`src/rtl/spq_pkg.sv`:
```
`default_nettype none
// ----------------------------------------------------------------------------
// Stable priority queue package
// Shared widths, command and status codes, and parameter defaults.
// ----------------------------------------------------------------------------
package spq_pkg;

   localparam int CAPACITY_DEF        = 16;
   localparam int PAYLOAD_WIDTH_DEF   = 32;
   localparam int PRIORITY_LEVELS_DEF = 5;

   localparam int CMD_WIDTH    = 2;
   localparam int PRIO_WIDTH   = 3;
   localparam int STATUS_WIDTH = 2;

   localparam logic [CMD_WIDTH-1:0] CMD_ENQUEUE = 2'd0;
   localparam logic [CMD_WIDTH-1:0] CMD_DEQUEUE = 2'd1;
   localparam logic [CMD_WIDTH-1:0] CMD_CLEAR   = 2'd2;

   localparam logic [STATUS_WIDTH-1:0] STAT_OK    = 2'd0;
   localparam logic [STATUS_WIDTH-1:0] STAT_EMPTY = 2'd1;
   localparam logic [STATUS_WIDTH-1:0] STAT_FULL  = 2'd2;

endpackage
`default_nettype wire

```
`src/rtl/spq_ram.sv`:
```
`default_nettype none
// ----------------------------------------------------------------------------
// Generic RAM
// One write port and one read port with registered read data.
// ----------------------------------------------------------------------------
module spq_ram #(
   parameter int WIDTH = 8,
   parameter int DEPTH = 16,
   localparam int AW   = (DEPTH > 1) ? $clog2(DEPTH) : 1
) (
   input  wire logic             clock,
   input  wire logic             wr_en,
   input  wire logic [AW-1:0]    wr_addr,
   input  wire logic [WIDTH-1:0] wr_data,
   input  wire logic             rd_en,
   input  wire logic [AW-1:0]    rd_addr,
   output logic      [WIDTH-1:0] rd_data
);

   logic [WIDTH-1:0] mem_ff [DEPTH];
   logic [WIDTH-1:0] rd_data_ff;

   always_ff @(posedge clock) begin
      if (wr_en) begin
         mem_ff[wr_addr] <= wr_data;
      end
      if (rd_en) begin
         rd_data_ff <= mem_ff[rd_addr];
      end
   end

   assign rd_data = rd_data_ff;

endmodule
`default_nettype wire

```
`src/rtl/stable_priority_queue.sv`:
```
`default_nettype none
// ----------------------------------------------------------------------------
// Stable priority queue
// Bounded queue ordered by priority level, first in, first out within a level.
// ----------------------------------------------------------------------------
// Each command is taken when start is high and busy is low. Busy is then high
// for one cycle, while the payload and link RAMs return their registered read
// data. At the end of that cycle the result is registered onto the rsp_ ports,
// where it is shown with rsp_strobe high for one cycle. No new command is taken
// while busy is high. Entries live in a payload RAM, chained per level through
// a link RAM, with freed slots kept on a free list. The receiver cannot stall,
// so every result must be captured in the cycle it is shown.
// No clearing pass is needed after reset or after a clear command.
module stable_priority_queue #(
   parameter int CAPACITY        = spq_pkg::CAPACITY_DEF,
   parameter int PAYLOAD_WIDTH   = spq_pkg::PAYLOAD_WIDTH_DEF,
   parameter int PRIORITY_LEVELS = spq_pkg::PRIORITY_LEVELS_DEF,
   localparam int CW = $clog2(CAPACITY + 1)
) (
   input  wire logic                             clock,
   input  wire logic                             reset,
   input  wire logic                             start,
   output logic                                  busy,
   input  wire logic [spq_pkg::CMD_WIDTH-1:0]    req_cmd,
   input  wire logic [spq_pkg::PRIO_WIDTH-1:0]   req_priority_req,
   input  wire logic [PAYLOAD_WIDTH-1:0]         req_payload,
   output logic                                  rsp_strobe,
   output logic      [spq_pkg::STATUS_WIDTH-1:0] rsp_status,
   output logic      [spq_pkg::PRIO_WIDTH-1:0]   rsp_out_priority,
   output logic      [PAYLOAD_WIDTH-1:0]         rsp_out_payload,
   output logic      [CW-1:0]                    rsp_count
);

   localparam int SW = $clog2(CAPACITY);
   localparam int LW = $clog2(PRIORITY_LEVELS);
   localparam int PRW = spq_pkg::PRIO_WIDTH;

   localparam logic ST_IDLE = 1'b0;
   localparam logic ST_WORK = 1'b1;

   localparam logic [1:0] OP_NONE = 2'd0;
   localparam logic [1:0] OP_ENQ  = 2'd1;
   localparam logic [1:0] OP_DEQ  = 2'd2;

   logic                             state_ff, state_in;
   logic [1:0]                       op_ff, op_in;
   logic [spq_pkg::STATUS_WIDTH-1:0] stat_ff, stat_in;
   logic [LW-1:0]                    lvl_op_ff, lvl_op_in;
   logic [SW-1:0]                    slot_op_ff, slot_op_in;
   logic                             from_free_ff, from_free_in;
   logic [CW-1:0]                    occ_ff, occ_in;
   logic [CW-1:0]                    fill_ff, fill_in;
   logic [SW-1:0]                    free_head_ff, free_head_in;
   logic [CW-1:0]                    lcnt_ff [PRIORITY_LEVELS];
   logic [CW-1:0]                    lcnt_in [PRIORITY_LEVELS];
   logic [SW-1:0]                    head_ff [PRIORITY_LEVELS];
   logic [SW-1:0]                    head_in [PRIORITY_LEVELS];
   logic [SW-1:0]                    tail_ff [PRIORITY_LEVELS];
   logic [SW-1:0]                    tail_in [PRIORITY_LEVELS];

   logic                             strobe_ff, strobe_in;
   logic [spq_pkg::STATUS_WIDTH-1:0] status_ff, status_in;
   logic [PRW-1:0]                   prio_ff, prio_in;
   logic [PAYLOAD_WIDTH-1:0]         payload_ff, payload_in;
   logic [CW-1:0]                    count_ff, count_in;

   logic                     accept;
   logic                     is_enq, is_deq, is_clr;
   logic                     full, empty, use_free;
   logic [LW-1:0]            enq_lvl, deq_lvl, sel_lvl;
   logic [SW-1:0]            new_slot, sel_head, sel_tail;
   logic [CW-1:0]            sel_cnt;

   logic                     data_we, data_re;
   logic [PAYLOAD_WIDTH-1:0] data_rd;
   logic                     link_we, link_re;
   logic [SW-1:0]            link_waddr, link_wdata, link_raddr, link_rd;

   assign busy   = (state_ff == ST_WORK);
   assign accept = start && !busy;
   assign is_enq = (req_cmd == spq_pkg::CMD_ENQUEUE);
   assign is_deq = (req_cmd == spq_pkg::CMD_DEQUEUE);
   assign is_clr = (req_cmd == spq_pkg::CMD_CLEAR);
   assign full   = (occ_ff == CW'(CAPACITY));
   assign empty  = (occ_ff == '0);
   assign use_free = (occ_ff < fill_ff);
   assign new_slot = use_free ? free_head_ff : fill_ff[SW-1:0];

   always_comb begin
      if (32'(req_priority_req) >= 32'(PRIORITY_LEVELS - 1)) begin
         enq_lvl = LW'(PRIORITY_LEVELS - 1);
      end else begin
         enq_lvl = LW'(req_priority_req);
      end
   end

   always_comb begin
      deq_lvl = '0;
      for (int i = PRIORITY_LEVELS - 1; i >= 0; i--) begin
         if (lcnt_ff[i] != '0) begin
            deq_lvl = LW'(i);
         end
      end
   end

   assign sel_lvl  = is_enq ? enq_lvl : deq_lvl;
   assign sel_head = head_ff[sel_lvl];
   assign sel_tail = tail_ff[sel_lvl];
   assign sel_cnt  = lcnt_ff[sel_lvl];

   assign data_we = accept && is_enq && !full;
   assign data_re = accept && is_deq && !empty;

   assign link_we = (accept && is_enq && !full && sel_cnt != '0)
                 || (busy && op_ff == OP_DEQ);
   assign link_waddr = busy ? slot_op_ff : sel_tail;
   assign link_wdata = busy ? free_head_ff : new_slot;
   assign link_re    = accept;
   assign link_raddr = is_enq ? free_head_ff : sel_head;

   spq_ram #(
      .WIDTH (PAYLOAD_WIDTH),
      .DEPTH (CAPACITY)
   ) u_data_ram (
      .clock   (clock),
      .wr_en   (data_we),
      .wr_addr (new_slot),
      .wr_data (req_payload),
      .rd_en   (data_re),
      .rd_addr (sel_head),
      .rd_data (data_rd)
   );

   spq_ram #(
      .WIDTH (SW),
      .DEPTH (CAPACITY)
   ) u_link_ram (
      .clock   (clock),
      .wr_en   (link_we),
      .wr_addr (link_waddr),
      .wr_data (link_wdata),
      .rd_en   (link_re),
      .rd_addr (link_raddr),
      .rd_data (link_rd)
   );

   always_comb begin
      state_in     = state_ff;
      op_in        = op_ff;
      stat_in      = stat_ff;
      lvl_op_in    = lvl_op_ff;
      slot_op_in   = slot_op_ff;
      from_free_in = from_free_ff;
      occ_in       = occ_ff;
      fill_in      = fill_ff;
      free_head_in = free_head_ff;
      lcnt_in      = lcnt_ff;
      head_in      = head_ff;
      tail_in      = tail_ff;
      strobe_in    = 1'b0;
      status_in    = status_ff;
      prio_in      = prio_ff;
      payload_in   = payload_ff;
      count_in     = count_ff;

      if (accept) begin
         state_in = ST_WORK;
         op_in    = OP_NONE;
         stat_in  = spq_pkg::STAT_OK;
         if (is_enq) begin
            if (full) begin
               stat_in = spq_pkg::STAT_FULL;
            end else begin
               op_in             = OP_ENQ;
               from_free_in      = use_free;
               occ_in            = occ_ff + 1'b1;
               lcnt_in[enq_lvl]  = sel_cnt + 1'b1;
               tail_in[enq_lvl]  = new_slot;
               if (sel_cnt == '0) begin
                  head_in[enq_lvl] = new_slot;
               end
               if (!use_free) begin
                  fill_in = fill_ff + 1'b1;
               end
            end
         end else if (is_deq) begin
            if (empty) begin
               stat_in = spq_pkg::STAT_EMPTY;
            end else begin
               op_in            = OP_DEQ;
               lvl_op_in        = deq_lvl;
               slot_op_in       = sel_head;
               occ_in           = occ_ff - 1'b1;
               lcnt_in[deq_lvl] = sel_cnt - 1'b1;
            end
         end else if (is_clr) begin
            occ_in  = '0;
            fill_in = '0;
            for (int i = 0; i < PRIORITY_LEVELS; i++) begin
               lcnt_in[i] = '0;
            end
         end
      end

      if (busy) begin
         state_in   = ST_IDLE;
         strobe_in  = 1'b1;
         status_in  = stat_ff;
         prio_in    = '0;
         payload_in = '0;
         count_in   = occ_ff;
         case (op_ff)
            OP_ENQ: begin
               if (from_free_ff) begin
                  free_head_in = link_rd;
               end
            end
            OP_DEQ: begin
               head_in[lvl_op_ff] = link_rd;
               free_head_in       = slot_op_ff;
               prio_in            = PRW'(lvl_op_ff);
               payload_in         = data_rd;
            end
            default: begin
            end
         endcase
      end
   end

   always_ff @(posedge clock) begin
      if (reset) begin
         state_ff  <= ST_IDLE;
         occ_ff    <= '0;
         fill_ff   <= '0;
         strobe_ff <= 1'b0;
         for (int i = 0; i < PRIORITY_LEVELS; i++) begin
            lcnt_ff[i] <= '0;
         end
      end else begin
         state_ff  <= state_in;
         occ_ff    <= occ_in;
         fill_ff   <= fill_in;
         strobe_ff <= strobe_in;
         lcnt_ff   <= lcnt_in;
      end
   end

   always_ff @(posedge clock) begin
      op_ff        <= op_in;
      stat_ff      <= stat_in;
      lvl_op_ff    <= lvl_op_in;
      slot_op_ff   <= slot_op_in;
      from_free_ff <= from_free_in;
      free_head_ff <= free_head_in;
      head_ff      <= head_in;
      tail_ff      <= tail_in;
      status_ff    <= status_in;
      prio_ff      <= prio_in;
      payload_ff   <= payload_in;
      count_ff     <= count_in;
   end

   assign rsp_strobe       = strobe_ff;
   assign rsp_status       = status_ff;
   assign rsp_out_priority = prio_ff;
   assign rsp_out_payload  = payload_ff;
   assign rsp_count        = count_ff;

endmodule
`default_nettype wire

```
`config.mk`:
```
export PLATFORM = sky130hd
export DESIGN_NAME = stable_priority_queue
export DESIGN_NICKNAME = d
export VERILOG_FILES = /design/src/rtl/spq_pkg.sv /design/src/rtl/spq_ram.sv /design/src/rtl/stable_priority_queue.sv
export SDC_FILE = /design/constraint.sdc
export NUM_CORES = 1
export LEC_CHECK = 0
export ABC_CLOCK_PERIOD_IN_PS = 10300
export BUFFER_PORTS_ARGS = -buffer_cell sky130_fd_sc_hd__buf_2
export CAP_MARGIN = 20
export CORE_UTILIZATION = 25
export DETAILED_ROUTE_END_ITERATION = 8
export GPL_ROUTABILITY_DRIVEN = 0
export HOLD_SLACK_MARGIN = 0.12
export PLACE_DENSITY = 0.38
export SLEW_MARGIN = 20
export SYNTH_ARGS = -nofsm -noshare
export SYNTH_HDL_FRONTEND = slang
export SYNTH_HIERARCHICAL = 1
export SYNTH_SLANG_ARGS = --single-unit
```
`constraint.sdc`:
```
create_clock -name clock -period 10.3 [get_ports clock]
set_clock_uncertainty 0.05 [all_clocks]
set_input_delay 2.06 -clock clock [delete_from_list [all_inputs] [get_ports clock]]
set_output_delay 2.06 -clock clock [all_outputs]
set_load 0.005 [all_outputs]
```
### After elaboration in Yosys (flattened, before gate mapping)

Memory sizes are Yosys's and may differ from the RTL's. A register that Yosys moved wholly into a read port is not among the register bits.
Cells that the tools add are included.

* register bits: 135
* ROM bits: 0
* latch bits: 0
* RAM bits: 576
* input bits: 40
* memories kept: 2
* output and inout port bits: 44
* logic and storage cells: 163

* reductions and logical operators: 32
* add/subtract/negate cells: 5
* multiply operators: 0
* shifts and indexed selects: 0
* mux-type cells: 69
* equal/unequal tests: 10
* divide/modulo/power cells: 0
* bitwise logic cells: 7
* $lt $le $gt $ge: 9

Memories
* u_data_ram.mem_ff: words 16, bits a word 32, read ports 1, clocked after memory_dff 1, write ports 1, RTL line spq_ram.sv:20 `logic [WIDTH-1:0] mem_ff [DEPTH];`
* u_link_ram.mem_ff: words 16, bits a word 4, read ports 1, clocked after memory_dff 1, write ports 1, RTL line spq_ram.sv:20

Operator list (count)
* 2-to-1 mux 25 bit: 5
* 2-to-1 mux 20 bit: 6
* 2-to-1 mux 5 bit: 13
* bitwise mux 20 bit: 3
* bitwise mux 25 bit: 2
* 2-to-1 mux 4 bit: 11
* demux 5 bit (select 3 bit): 2
* nonzero test 5 bit: 6
* binary-select mux 4 bit (select 3 bit): 2
* demux 4 bit (select 3 bit): 2
* 2-to-1 mux 3 bit: 7
* greater-or-equal comparator 4 bit, second input constant: 4
* inverter 3 -> 4 bit: 4
* adder 5 x 1 -> 5 bit, second input constant: 3
* binary-select mux 5 bit (select 3 bit): 1
* less-than comparator 4 x 1 -> 1 bit, second input constant: 3
* logical AND 1 bit: 10
* logical NOT 5 bit: 2
* 2-to-1 mux 2 bit: 5
* subtractor 5 x 1 -> 5 bit, second input constant: 2
* 2-to-1 mux 1 bit: 9
* != test 2 bit, second input constant: 4
* one-hot mux 4 bit (2 select lines): 1
* AND reduction 4 bit: 2
* other kinds (15): 23

### Logic depth before layout (Yosys ltp)

Gate-level depths: netlist of the first run.

* depth in word-level cells: 19
* depth in mapped cells: 16
* gate-level depth less buffers: 14

### Modules after synthesis

Netlist of the first run, hierarchy kept.

Modules (own cells, without submodules)
* spq_ram (u_data_ram): seq. area each 16335.7 µm², area an instance 20155.6 µm², instances 1, cells an instance 838
* stable_priority_queue: seq. area each 3483.3 µm², area an instance 7041.8 µm², instances 1, cells an instance 727
* spq_ram (u_link_ram): seq. area each 2042.0 µm², area an instance 2706.3 µm², instances 1, cells an instance 130

### Worst setup path after synthesis of the first run

No wires, ideal clock.

* kind: input to register
* start point: input port req_cmd[1] (netlist bit)
* end point: memory u_data_ram/mem_ff[0][0] (netlist bit), enable pin
* data required time: 9.789 ns
* path buffers: 2
* path slack: 3.909 ns
* arrival time: 5.880 ns
* cell stages on the path: 8
* setup time: 0.461 ns
* cell sequence: or2_2 > clkbuf_1 > clkbuf_1 > a31oi_1 > nand2_1 > inv_1 > or3b_2 > nor3_1

* longest elaborated chain between the ends: 5

RTL lines
* start, declared: RTL line stable_priority_queue.sv:24 `input wire logic [spq_pkg::CMD_WIDTH-1:0] req_cmd,`
* logical NOT 2 bit: RTL line stable_priority_queue.sv:81 `assign is_enq = (req_cmd == spq_pkg::CMD_ENQUEUE);`
* logical AND 1 bit (2 in series): RTL line stable_priority_queue.sv:111 `assign data_we = accept && is_enq && !full;`
* named net data_we: RTL line stable_priority_queue.sv:74 `logic data_we, data_re;`
* 2-to-1 mux 1 bit: RTL line spq_ram.sv:24 `if (wr_en) begin`
* 2-to-1 mux 1 bit (implied by the code): RTL line spq_ram.sv:25 `mem_ff[wr_addr] <= wr_data;`
* end, declared: RTL line spq_ram.sv:20

The timed path passes the listed nets, and every way through them passes these cells.

### Worst setup path in the final report of the first run

* start point: input port req_cmd[0] (netlist bit)
* end point: memory u_link_ram/mem_ff[0][0] (netlist bit), enable pin

* longest elaborated chain between the ends: 11
* elaborated cells on any way between the ends: 17
* those cells by class: 10 x mux; 1 x bitwise; 6 x reduce/logical

RTL lines
* logical NOT 2 bit (*): RTL line stable_priority_queue.sv:81
* 2-to-1 mux 3 bit: RTL line stable_priority_queue.sv:106 `assign sel_lvl = is_enq ? enq_lvl : deq_lvl;`
* inverter 3 -> 4 bit (implied by the code): RTL line stable_priority_queue.sv:109 `assign sel_cnt = lcnt_ff[sel_lvl];`
* binary-select mux 5 bit (select 3 bit): RTL line stable_priority_queue.sv:109
* 2-to-1 mux 5 bit (implied by the code) (2 in series): RTL line stable_priority_queue.sv:109
* nonzero test 5 bit: RTL line stable_priority_queue.sv:114 `assign link_we = (accept && is_enq && !full && sel_cnt != '0)`
* logical AND 1 bit (*): RTL line stable_priority_queue.sv:114
* logical OR 1 bit (*): RTL line stable_priority_queue.sv:115 `|| (busy && op_ff == OP_DEQ);`
* named net link_we: RTL line stable_priority_queue.sv:76 `logic link_we, link_re;`
* 2-to-1 mux 1 bit (*): RTL line spq_ram.sv:24
* 2-to-1 mux 1 bit (implied by the code) (*): RTL line spq_ram.sv:25
* end, declared: RTL line spq_ram.sv:20

The timed path passes the listed nets; every way through them passes the cells marked *. The select of a mux whose other input is x is not followed.

==> impl_metrics.yaml, run 1 <==
timing:
  report.final.slew_viol_count: 0
  final_hold_viol_count: 0
  setup_violations: 0
  relSlewSlack_pct: 21.1
  worst_slew_pin_slew_ps: 1170
  finalCriticalPeriod_ps: 7000
  achievable-frequency_mhz: 143
  fin_setup_tns_ps: 0
  final_period_utilization_pct: 68.0
  rsz0062_at_grt: "false"
detailed_routing:
  routed_wire_length_per_instance_um: 24.2
  drc: 0
  drt-pass1-iter-count: 5
  drt-total-wl_um: 84900
  via_count: 16400
  detail_route.iter0.violations: 1243
  route.antenna.remaining_nets: 0
  routed_via_density: 4.69
logic_synthesis:
  syn-instance-count: 1695
  synth_enable_flop_cells: 690
  yosys.area.top_type_share_pct: 69.3
  synth_fp_nets: 1744
  synthesis.yosys.warnings: 6
  syn-mean-instance-area_um2: 17.6
  syn-cell-area_um2: 29900
  synth_sequential_area_ratio_pct: 73.1
  synth_area_leaders: "sky130_fd_sc_hd__edfxtp_1 69%, sky130_fd_sc_hd__mux4_2 9.8%, sky130_fd_sc_hd__dfxtp_1 3.8%"
  netlist.top_cell.by_area: "sky130_fd_sc_hd__edfxtp_1"
  netlist-cell-type-count: 76
  synth-main-ff-cell: "sky130_fd_sc_hd__edfxtp_1"
  synthArstFlopShare_pct: 0
  yosys_reg_bits: 747
finish:
  leading_cell_type_in_the_layout_fill_and_taps_excluded: "sky130_fd_sc_hd__edfxtp_1"
  utilization_pct: 29.9
  drive_gt1_share_pct: 23.5
  final_nets: 1878
  area_delta_synth_final_pct: 18.4
  most-common-layout-cells: "690 x sky130_fd_sc_hd__edfxtp_1, 141 x sky130_fd_sc_hd__nand2_1, 130 x sky130_fd_sc_hd__mux4_2"
clocking:
  clkTransAtPathRegs_ps: 60
  post_cts_hold_buffer_count: 0
  cts-root-to-sink-buffers: 3
  tritoncts_clock_tree: "yes"
  cts_buffers: 89
  post_cts_resize_count: 0
  cts.root.buffer_cell: "sky130_fd_sc_hd__clkbuf_16"
  worst_skew_pair_latency_ps: 670
  cts_htree_levels: 3
  clock_sinks: 747
  cts_setup_buffers: 0
global_routing:
  antenna_found_initial: 10
  grt-ovfl-total: 0
  vias_in_the_first_global_route: 17200
  pin_count_of_the_biggest_net_entering_global_routing: 85
  all_layer_global_routing_usage_pct: 14.1
  first_pass_grt_wire_length_um: 123000
power:
  power.net_switching_w: 0.00228
  combPwrFrac_pct: 19.6
  power_report.internal_total_w: 0.00597
  leakage_nw: 11.4
  ir_drop_v: 0.000155
  sw_frac_of_total_pct: 27.7
  clock_power_share_pct: 38.2
  sequentialPowerShare_pct: 42.2
  power.density_cell_area_nw_per_um2: 233
die:
  core_area_um2: 118000
  initial_util_pct: 25.3
  floorplan.die.width_um: 348
  die_height_um: 348
  row_count: 126
  ioPinCount: 84
  die-area_um2: 121000
run_status:
  status: "complete, no violations"
worst_setup_path:
  setup.worst_path.start_class: "primary input"
  slowest_stage: "sky130_fd_sc_hd__o21ai_0"
  kind_of_end_point_of_the_critical_path: "register"
  cell_by_cell_listing_of_the_critical_path: "buf_2 > or2_2 > nor3_1 > a31oi_4 > a311oi_1 > a21oi_1 > mux2_2 > inv_1 > ha_1 > o211ai_2 > nor2_1 > o21ai_0 > or3b_2 > nor3_1"
  worst-endpoint-required_ps: 10530
  cpMostUsedCell: "sky130_fd_sc_hd__nor3_1"
  crit_path_max_incr_delay_ps: 940
  criticalPathCategory: "in -> reg"
  worst_endpoint_data_arrival_time_ps: 7230
  cp_max_fo: 25
job:
  cap_violations: 0
place:
  detailedPlacementHpwl_um: 45600
  count_of_buffers_from_port_buffering: 83
hold_path:
  hp-class: "reg -> reg"
==> cells in the mapped netlist, types with 11 or more instances <==
cell type and n:
sky130_fd_sc_hd__inv_1 22, sky130_fd_sc_hd__and2_1 40, sky130_fd_sc_hd__mux2i_1 21, sky130_fd_sc_hd__a21oi_1 39
sky130_fd_sc_hd__buf_4 12, sky130_fd_sc_hd__o21ai_0 30, sky130_fd_sc_hd__nor2_1 81, sky130_fd_sc_hd__dfxtp_1 57
sky130_fd_sc_hd__mux4_1 14, sky130_fd_sc_hd__nand3_1 39, sky130_fd_sc_hd__mux4_2 130, sky130_fd_sc_hd__edfxtp_1 690
sky130_fd_sc_hd__a211oi_1 14, sky130_fd_sc_hd__clkbuf_1 48, sky130_fd_sc_hd__nor3_1 29, sky130_fd_sc_hd__a22oi_1 72
sky130_fd_sc_hd__nand2_1 143, sky130_fd_sc_hd__mux2_2 11
==> critical path: cells and delay by family <==
family | cells | cell delay (ps)
mux | 1 | 350
fa+ha+maj | 1 | 290
simple gates | 5 | 1900
buf+inv | 2 | 380
compound gates | 5 | 2210
==> sequential cells by signal, summed over array words and instances (netlist names), 4 cells and up <==
signal              cells
lcnt_ff                25
tail_ff                20
rsp_out_payload        32
u_link_ram/rd_data      4
u_data_ram/rd_data     32
u_link_ram/mem_ff      64
slot_op_ff              4
head_ff                20
rsp_count               5
u_data_ram/mem_ff     512
free_head_ff            4
fill_ff                 5
occ_ff                  5
==> area by class of cell <==
type                            instances  area, µm²
Fill cell                           11700      83000
Sequential cell                       747      21900
Multi-Input combinational cell        843       7760
Clock buffer                          109       2330
Tap cell                             1600       2000
Timing Repair Buffer                  125        756
Clock inverter                         52        613
Inverter                               23       86.3
Antenna cell                            1       2.50
==> power by group through the flow <==
stage / Clock [W] / Sequential (W) / Combinational (W)
2_1_floorplan: 0 / 0.00353 / 0.00116
3_3_place_gp: 0 / 0.00355 / 0.00166
3_5_place_dp: 0 / 0.00355 / 0.00166
4_1_cts: 0.00326 / 0.00349 / 0.00166
5_1_grt: 0.00337 / 0.00349 / 0.00177
6_report: 0.00315 / 0.00349 / 0.00162
==> path summary, 6_finish.rpt <==
check | slack (ps) | depth (start not counted) | to | startpoint
min | 370 | 0 | rsp_status[1] | stat_ff[1]
max reg2reg | 4190 | 13 | u_link_ram/mem_ff[0][0] | lcnt_ff[6]
min reg2reg | 370 | 0 | rsp_status[1] | stat_ff[1]
max | 3300 | 14 | u_link_ram/mem_ff[0][0] | req_cmd[0]
==> kinds of logic after synthesis <==
logic type      count (synthesis)  share of synthesized area (%)
compound gates                241                           5.90
xor+xnor                        6                          0.176
fa+ha+maj                       9                          0.377
buf+inv                       105                           1.61
flops                         747                           73.1
mux                           176                           12.1
simple gates                  411                           6.69
==> layer usage <==
metal / vias up / share of wire [%] / global-route usage (%)
li1: 7126 / - / -
met1: 8706 / 44 / 18.6
met2: 415 / 48 / 23.3
met3: 159 / 4.7 / 2.58
met4: 12 / 2.8 / 4.63
met5: - / 0.099 / 0
==> stage by stage <==
step / hold WS, ps / instances / power, W / cell area (µm²) / setup WS, ps
after floorplan: 350 / 1695 / 0.00468 / 29900 / 3910
after global routing: 388 / 3500 / 0.00863 / 35400 / 3060
after detailed placement: 355 / 3338 / 0.00521 / 32400 / 2700
after CTS: 367 / 3499 / 0.00841 / 35400 / 3390
final: 365 / 3500 / 0.00826 / 35400 / 3300
after global placement: 378 / 3338 / 0.00521 / 32400 / 2780
Power figures use the tool's default switching activity.
==> inputs of run 2 (changes only) <==
--- a/config.mk
+++ b/config.mk
@@ -5,14 +5,14 @@
 export SDC_FILE = /design/constraint.sdc
 export NUM_CORES = 1
 export LEC_CHECK = 0
-export ABC_CLOCK_PERIOD_IN_PS = 10300
+export ABC_CLOCK_PERIOD_IN_PS = 6200
 export BUFFER_PORTS_ARGS = -buffer_cell sky130_fd_sc_hd__buf_2
 export CAP_MARGIN = 20
 export CORE_UTILIZATION = 25
 export DETAILED_ROUTE_END_ITERATION = 8
 export GPL_ROUTABILITY_DRIVEN = 0
 export HOLD_SLACK_MARGIN = 0.12
-export PLACE_DENSITY = 0.38
+export PLACE_DENSITY = 0.39
 export SLEW_MARGIN = 20
 export SYNTH_ARGS = -nofsm -noshare
 export SYNTH_HDL_FRONTEND = slang
==> constraint.sdc (replaced) <==
create_clock -name clock -period 6.2 [get_ports clock]
set_clock_uncertainty 0.05 [all_clocks]
set_input_delay 1.24 -clock clock [delete_from_list [all_inputs] [get_ports clock]]
set_output_delay 1.24 -clock clock [all_outputs]
set_load 0.005 [all_outputs]
==> run 2 against run 1 <==
  * Setup slack got worse by 2200 ps
  * Highest routed layer unchanged
  * Critical path type is now reg -> reg
  * Combinational power up 71%
  * Critical path depth is 2 lower
  * Core utilization increased by 0.33 points
  * Sequential share of layout area fell by 0.68 points
  * Hold slack improved by 42 ps
  * Cell area rose by 1.1%
  * Non-clock buffer count up 14
  * Sequential power is 66% higher
  * Flip-flop and latch count is the same
==> impl_metrics.yaml, run 2 (synthesized netlist as in run 1, its figures left out) <==
run_status:
  status: "complete, no violations"
worst_setup_path:
  slowest_stage: "sky130_fd_sc_hd__o41a_1"
  worst-r2r-cell-count: 12
  critPathTopFamily: "simple AND/OR/NAND/NOR gates"
  rrSetupSlack_ps: 1050
  critical_path.reg2reg.startpoint: "lcnt_ff[7]"
  worst_endpoint_data_arrival_time_ps: 5430
  kind_of_end_point_of_the_critical_path: "register"
  worstSetupEndpoint: "u_link_ram/mem_ff[2][3]"
  crit_path_max_incr_delay_ps: 710
  cpMostUsedCell: "sky130_fd_sc_hd__nor2_1"
  crit_start: "lcnt_ff[7]"
  criticalPathCategory: "reg -> reg"
  critical_path_depth: 12
  setup.worst_path.start_class: "register"
  worst-endpoint-required_ps: 6480
  worstReg2RegEnd: "u_link_ram/mem_ff[2][3]"
  cell_by_cell_listing_of_the_critical_path: "or4_1 > or4_4 > o41a_1 > mux2_2 > inv_1 > ha_1 > o211ai_2 > nor2_1 > o21ai_0 > buf_4 > or3b_2 > nor2_1"
  cp_max_fo: 12
  crit_buf_inv: 2
detailed_routing:
  drc: 0
  drt-pass1-iter-count: 5
  drt-total-wl_um: 83300
  detail_route.iter0.violations: 1345
  routed_via_density: 4.63
  route.antenna.remaining_nets: 0
  routed_wire_length_per_instance_um: 23.7
  via_count: 16300
power:
  power.density_cell_area_nw_per_um2: 394
  leakage_nw: 11.6
  ir_drop_v: 0.000222
hold_path:
  hp-class: "reg -> reg"
finish:
  area_delta_synth_final_pct: 19.8
  most-common-layout-cells: "690 x sky130_fd_sc_hd__edfxtp_1, 141 x sky130_fd_sc_hd__nand2_1, 130 x sky130_fd_sc_hd__mux4_2"
  leading_cell_type_in_the_layout_fill_and_taps_excluded: "sky130_fd_sc_hd__edfxtp_1"
  drive_gt1_share_pct: 24.5
  largestRegisters: "u_data_ram/mem_ff (512), u_link_ram/mem_ff (64)"
  largest_reg_flops: 512
  finalNonFillerCells: 3518
  max_flop_register: "u_data_ram/mem_ff"
  final_nets: 1893
timing:
  fin_setup_tns_ps: 0
  worst_slew_pin_slew_ps: 1060
  achievable-frequency_mhz: 194
  relSlewSlack_pct: 29.1
  rsz0062_at_grt: "false"
  finalCriticalPeriod_ps: 5150
  final_hold_viol_count: 0
  final_period_utilization_pct: 83.0
  setup_violations: 0
  report.final.slew_viol_count: 0
clocking:
  worst_skew_pair_latency_ps: 680
  cts-root-to-sink-buffers: 3
  tritoncts_clock_tree: "yes"
  post_cts_resize_count: 0
  cts_buffers: 90
  cts_setup_buffers: 0
  cts.root.buffer_cell: "sky130_fd_sc_hd__clkbuf_16"
  clkTransAtPathRegs_ps: 60
  clock_sinks: 747
  cts_htree_levels: 3
  post_cts_hold_buffer_count: 0
place:
  count_of_buffers_from_port_buffering: 83
  dp.cells: 3351
  detailedPlacementHpwl_um: 47500
die:
  floorplan.die.width_um: 348
  core_area_um2: 118000
  ioPinCount: 84
  initial_util_pct: 25.3
  row_count: 126
  die_height_um: 348
  die-area_um2: 121000
global_routing:
  first_pass_grt_wire_length_um: 121000
  grt-ovfl-total: 0
  pin_count_of_the_biggest_net_entering_global_routing: 52
  antenna_found_initial: 10
  all_layer_global_routing_usage_pct: 13.7
  vias_in_the_first_global_route: 17000
job:
  cap_violations: 0
==> run 2: final cells by class <==
| cell class | instances | area, µm² |
|---|---|---|
| Sequential cell | 747 | 21900 |
| Multi-Input combinational cell | 843 | 7750 |
| Antenna cell | 1 | 2.50 |
| Clock inverter | 57 | 813 |
| Fill cell | 11600 | 82600 |
| Timing Repair Buffer | 139 | 958 |
| Inverter | 23 | 86.3 |
| Clock buffer | 108 | 2340 |
| Tap cell | 1600 | 2000 |
==> run 2: worst reg2reg max path: stages, from the launching register on <==
cell and delay [ps]:
sky130_fd_sc_hd__dfxtp_1 350, sky130_fd_sc_hd__or4_1 610, sky130_fd_sc_hd__or4_4 590, sky130_fd_sc_hd__o41a_1 710, sky130_fd_sc_hd__mux2_2 460, sky130_fd_sc_hd__inv_1 70, sky130_fd_sc_hd__ha_1 300, sky130_fd_sc_hd__o211ai_2 200
sky130_fd_sc_hd__nor2_1 140, sky130_fd_sc_hd__o21ai_0 280, sky130_fd_sc_hd__buf_4 190, sky130_fd_sc_hd__or3b_2 510, sky130_fd_sc_hd__nor2_1 340
==> run 2: how the worst min path moves through the flow <==
stage / cells past startpoint / startpoint / slack (ps) / end
after CTS: 0 / stat_ff[0] / 400 / rsp_status[0]
after global placement: 0 / stat_ff[0] / 380 / rsp_status[0]
after floorplan: 0 / stat_ff[0] / 350 / rsp_status[0]
final: 0 / stat_ff[0] / 410 / rsp_status[0]
after global routing: 0 / stat_ff[0] / 410 / rsp_status[0]
after detailed placement: 0 / stat_ff[0] / 370 / rsp_status[0]
==> run 2: per-layer routing <==
metal	GRT usage, %	part of all wire (%)
met5	0	0.080
met4	3.97	2.1
met3	2.55	4.3
met2	23.1	49
met1	18.0	44
==> run 2: stage by stage <==
step	power (W)	hold WS [ps]	util (%)	worst slack (ps)	cell area (µm²)
3_3_place_gp	0.00873	376	27.6	621	32600
5_1_grt	0.0147	411	30.2	887	35800
3_5_place_dp	0.00874	375	27.6	536	32600
4_1_cts	0.0144	402	30.2	1070	35800
2_1_floorplan	0.00778	350	-	629	29900
6_report	0.0141	407	30.3	1050	35800
==> run 2: report_power, final <==
group | switching, W | total (W) | internal (W)
clock | 0.00217 | 0.00556 | 0.00339
combinational | 0.00159 | 0.00277 | 0.00118
sequential | 0.0000868 | 0.00580 | 0.00571
==> inputs of run 3 (changes only) <==
--- a/config.mk
+++ b/config.mk
@@ -5,14 +5,14 @@
 export SDC_FILE = /design/constraint.sdc
 export NUM_CORES = 1
 export LEC_CHECK = 0
-export ABC_CLOCK_PERIOD_IN_PS = 6200
+export ABC_CLOCK_PERIOD_IN_PS = 5400
 export BUFFER_PORTS_ARGS = -buffer_cell sky130_fd_sc_hd__buf_2
 export CAP_MARGIN = 20
 export CORE_UTILIZATION = 25
 export DETAILED_ROUTE_END_ITERATION = 8
 export GPL_ROUTABILITY_DRIVEN = 0
 export HOLD_SLACK_MARGIN = 0.12
-export PLACE_DENSITY = 0.39
+export PLACE_DENSITY = 0.38
 export SLEW_MARGIN = 20
 export SYNTH_ARGS = -nofsm -noshare
 export SYNTH_HDL_FRONTEND = slang
==> constraint.sdc (replaced) <==
create_clock -name clock -period 5.4 [get_ports clock]
set_clock_uncertainty 0.05 [all_clocks]
set_input_delay 1.08 -clock clock [delete_from_list [all_inputs] [get_ports clock]]
set_output_delay 1.08 -clock clock [all_outputs]
set_load 0.005 [all_outputs]
==> run 3 against run 2 <==
  * Critical path depth is 2 higher
  * Flip-flop and latch count stayed put
  * Power rose by 11%
  * Final cell count rose by 0.77%
  * Die area unchanged
  * Combinational power up 20%
  * Core utilization barely moved
  * Via count grew 1.0%
  * Global-route usage increased by 0.17 points
  * Cell area shrank 0.14%
  * Clock-buffer cell count up 6
  * First-iteration DRC count down 15%
  * Critical path type unchanged
  * Critical endpoint is now u_link_ram/mem_ff[2][1]
  * Highest routed layer unchanged
==> impl_metrics.yaml, run 3 (synthesized netlist as in run 1, its figures left out) <==
detailed_routing:
  routed_via_density: 4.64
  route.antenna.remaining_nets: 0
  via_count: 16400
  routed_wire_length_per_instance_um: 23.8
  drt-pass1-iter-count: 5
  detail_route.iter0.violations: 1139
  drt-total-wl_um: 84400
  drc: 0
finish:
  register_area_um2: 21900
  fill_cells: 11600
  drive_gt1_share_pct: 25.4
  multiInputGateArea_um2: 7780
  largestRegisters: "u_data_ram/mem_ff (512), u_link_ram/mem_ff (64)"
  max_flop_register: "u_data_ram/mem_ff"
  area_delta_synth_final_pct: 19.6
  largest_reg_flops: 512
  final_nets: 1922
  leading_cell_type_in_the_layout_fill_and_taps_excluded: "sky130_fd_sc_hd__edfxtp_1"
  most-common-layout-cells: "690 x sky130_fd_sc_hd__edfxtp_1, 141 x sky130_fd_sc_hd__nand2_1, 130 x sky130_fd_sc_hd__mux4_2"
timing:
  worst_slew_pin_slew_ps: 1140
  achievable-frequency_mhz: 210
  rsz0062_at_grt: "false"
  report.final.slew_viol_count: 0
  final_period_utilization_pct: 88.3
  finalCriticalPeriod_ps: 4770
  final_hold_viol_count: 0
  setup_violations: 0
  fin_setup_tns_ps: 0
  relSlewSlack_pct: 23.2
power:
  ir_drop_v: 0.000233
  power.density_cell_area_nw_per_um2: 439
  total_power_w: 0.0157
  leakage_nw: 11.6
clocking:
  cts-root-to-sink-buffers: 3
  cts_setup_buffers: 0
  cts_buffers: 89
  cts_htree_levels: 3
  post_cts_hold_buffer_count: 0
  tritoncts_clock_tree: "yes"
  clock_sinks: 747
  post_cts_resize_count: 0
  worst_skew_pair_latency_ps: 660
  cts.root.buffer_cell: "sky130_fd_sc_hd__clkbuf_16"
  clkTransAtPathRegs_ps: 60
die:
  ioPinCount: 84
  floorplan.die.width_um: 348
  core_area_um2: 118000
  die-area_um2: 121000
  row_count: 126
  initial_util_pct: 25.3
  die_height_um: 348
worst_setup_path:
  criticalPathCategory: "reg -> reg"
  worst_endpoint_data_arrival_time_ps: 5050
  rrSetupSlack_ps: 630
  kind_of_end_point_of_the_critical_path: "register"
  critical_path.reg2reg.startpoint: "lcnt_ff[6]"
  worst-endpoint-required_ps: 5680
  setup.worst_path.start_class: "register"
  worst-r2r-cell-count: 14
  worstReg2RegEnd: "u_link_ram/mem_ff[2][1]"
  cp_max_fo: 9
global_routing:
  all_layer_global_routing_usage_pct: 13.9
  vias_in_the_first_global_route: 17100
  first_pass_grt_wire_length_um: 122000
  pin_count_of_the_biggest_net_entering_global_routing: 43
  antenna_found_initial: 14
  grt-ovfl-total: 0
hold_path:
  min-delay-start: "stat_ff[0]"
  hp-class: "reg -> reg"
  min_path_cells: 0
  min_to: "rsp_status[0]"
place:
  detailedPlacementHpwl_um: 49900
  count_of_buffers_from_port_buffering: 83
run_status:
  status: "complete, no violations"
job:
  cap_violations: 0
[run 3: cell count changes in the layout (fill, tap and decap cells not counted), sizes merged]
| cell | before | now |
|---|---|---|
| buf | 138 | 169 |
| bufinv | 16 | 4 |
| clkbuf | 109 | 114 |
| clkinvlp | 3 | 7 |
| clkinv | 36 | 35 |
| diode | 1 | 2 |
| inv | 25 | 24 |
[run 3: final cells by class]
| class | instances | area share, % |
|---|---|---|
| sequential | 747 | 61.1 |
| multi-input combinational | 843 | 21.8 |
| clock buffer | 114 | 6.61 |
| tap | 1600 | 5.60 |
| timing repair buffer | 169 | 3.49 |
| clock inverter | 47 | 1.16 |
| inverter | 23 | 0.241 |
| antenna | 2 | 0.0140 |
[run 3: through the flow]
step / util, % / cell area (µm²) / hold WS, ps / cells / setup slack, ps
6_report: 30.2 / 35800 / 376 / 3545 / 629
5_1_grt: 30.2 / 35800 / 387 / 3543 / 457
4_1_cts: 30.2 / 35700 / 383 / 3543 / 680
3_5_place_dp: 27.8 / 33000 / 370 / 3382 / 329
3_3_place_gp: 27.8 / 32900 / 363 / 3382 / 400
2_1_floorplan: - / 29900 / 350 / 1695 / 303
[run 3: metal layers]
metal  up-vias  global-route usage [%]  wire [µm]
li1       7227                       -          -
met1      8630                    18.4      37700
met2       396                    22.6      40100
met3       168                    3.13       4170
met4        14                    4.28       2410
met5         -                       0         79
[run 3: worst max path at each step]
| stage | start | endpoint | slack [ps] | depth (start not counted) |
|---|---|---|---|---|
| finish | lcnt_ff[6] | u_link_ram/mem_ff[2][1] | 630 | 14 |
| global route | lcnt_ff[6] | u_link_ram/mem_ff[3][2] | 460 | 14 |
| CTS | lcnt_ff[6] | u_link_ram/mem_ff[1][0] | 680 | 14 |
| detailed placement | req_cmd[1] | u_link_ram/mem_ff[1][0] | 330 | 15 |
| global placement | req_cmd[1] | u_link_ram/mem_ff[0][1] | 400 | 14 |
| floorplan | req_cmd[1] | u_data_ram/mem_ff[12][0] | 300 | 8 |
[run 3: power by group]
part	total (W)	internal [W]	switching (W)
logic	0.00332	0.00146	0.00186
clock network	0.00572	0.00329	0.00243
registers	0.00666	0.00655	0.000102
[run 3: critical path: stages (launching register included)]
cell and delay, ps:
sky130_fd_sc_hd__dfxtp_1 350, sky130_fd_sc_hd__or4_1 590, sky130_fd_sc_hd__or4_4 580, sky130_fd_sc_hd__a31oi_4 360, sky130_fd_sc_hd__a311oi_1 90, sky130_fd_sc_hd__a21oi_1 340
sky130_fd_sc_hd__mux2_2 250, sky130_fd_sc_hd__inv_1 40, sky130_fd_sc_hd__ha_1 300, sky130_fd_sc_hd__o211ai_2 200, sky130_fd_sc_hd__nor2_1 110, sky130_fd_sc_hd__o21ai_0 190
sky130_fd_sc_hd__buf_4 170, sky130_fd_sc_hd__or3b_2 500, sky130_fd_sc_hd__nor2_1 300
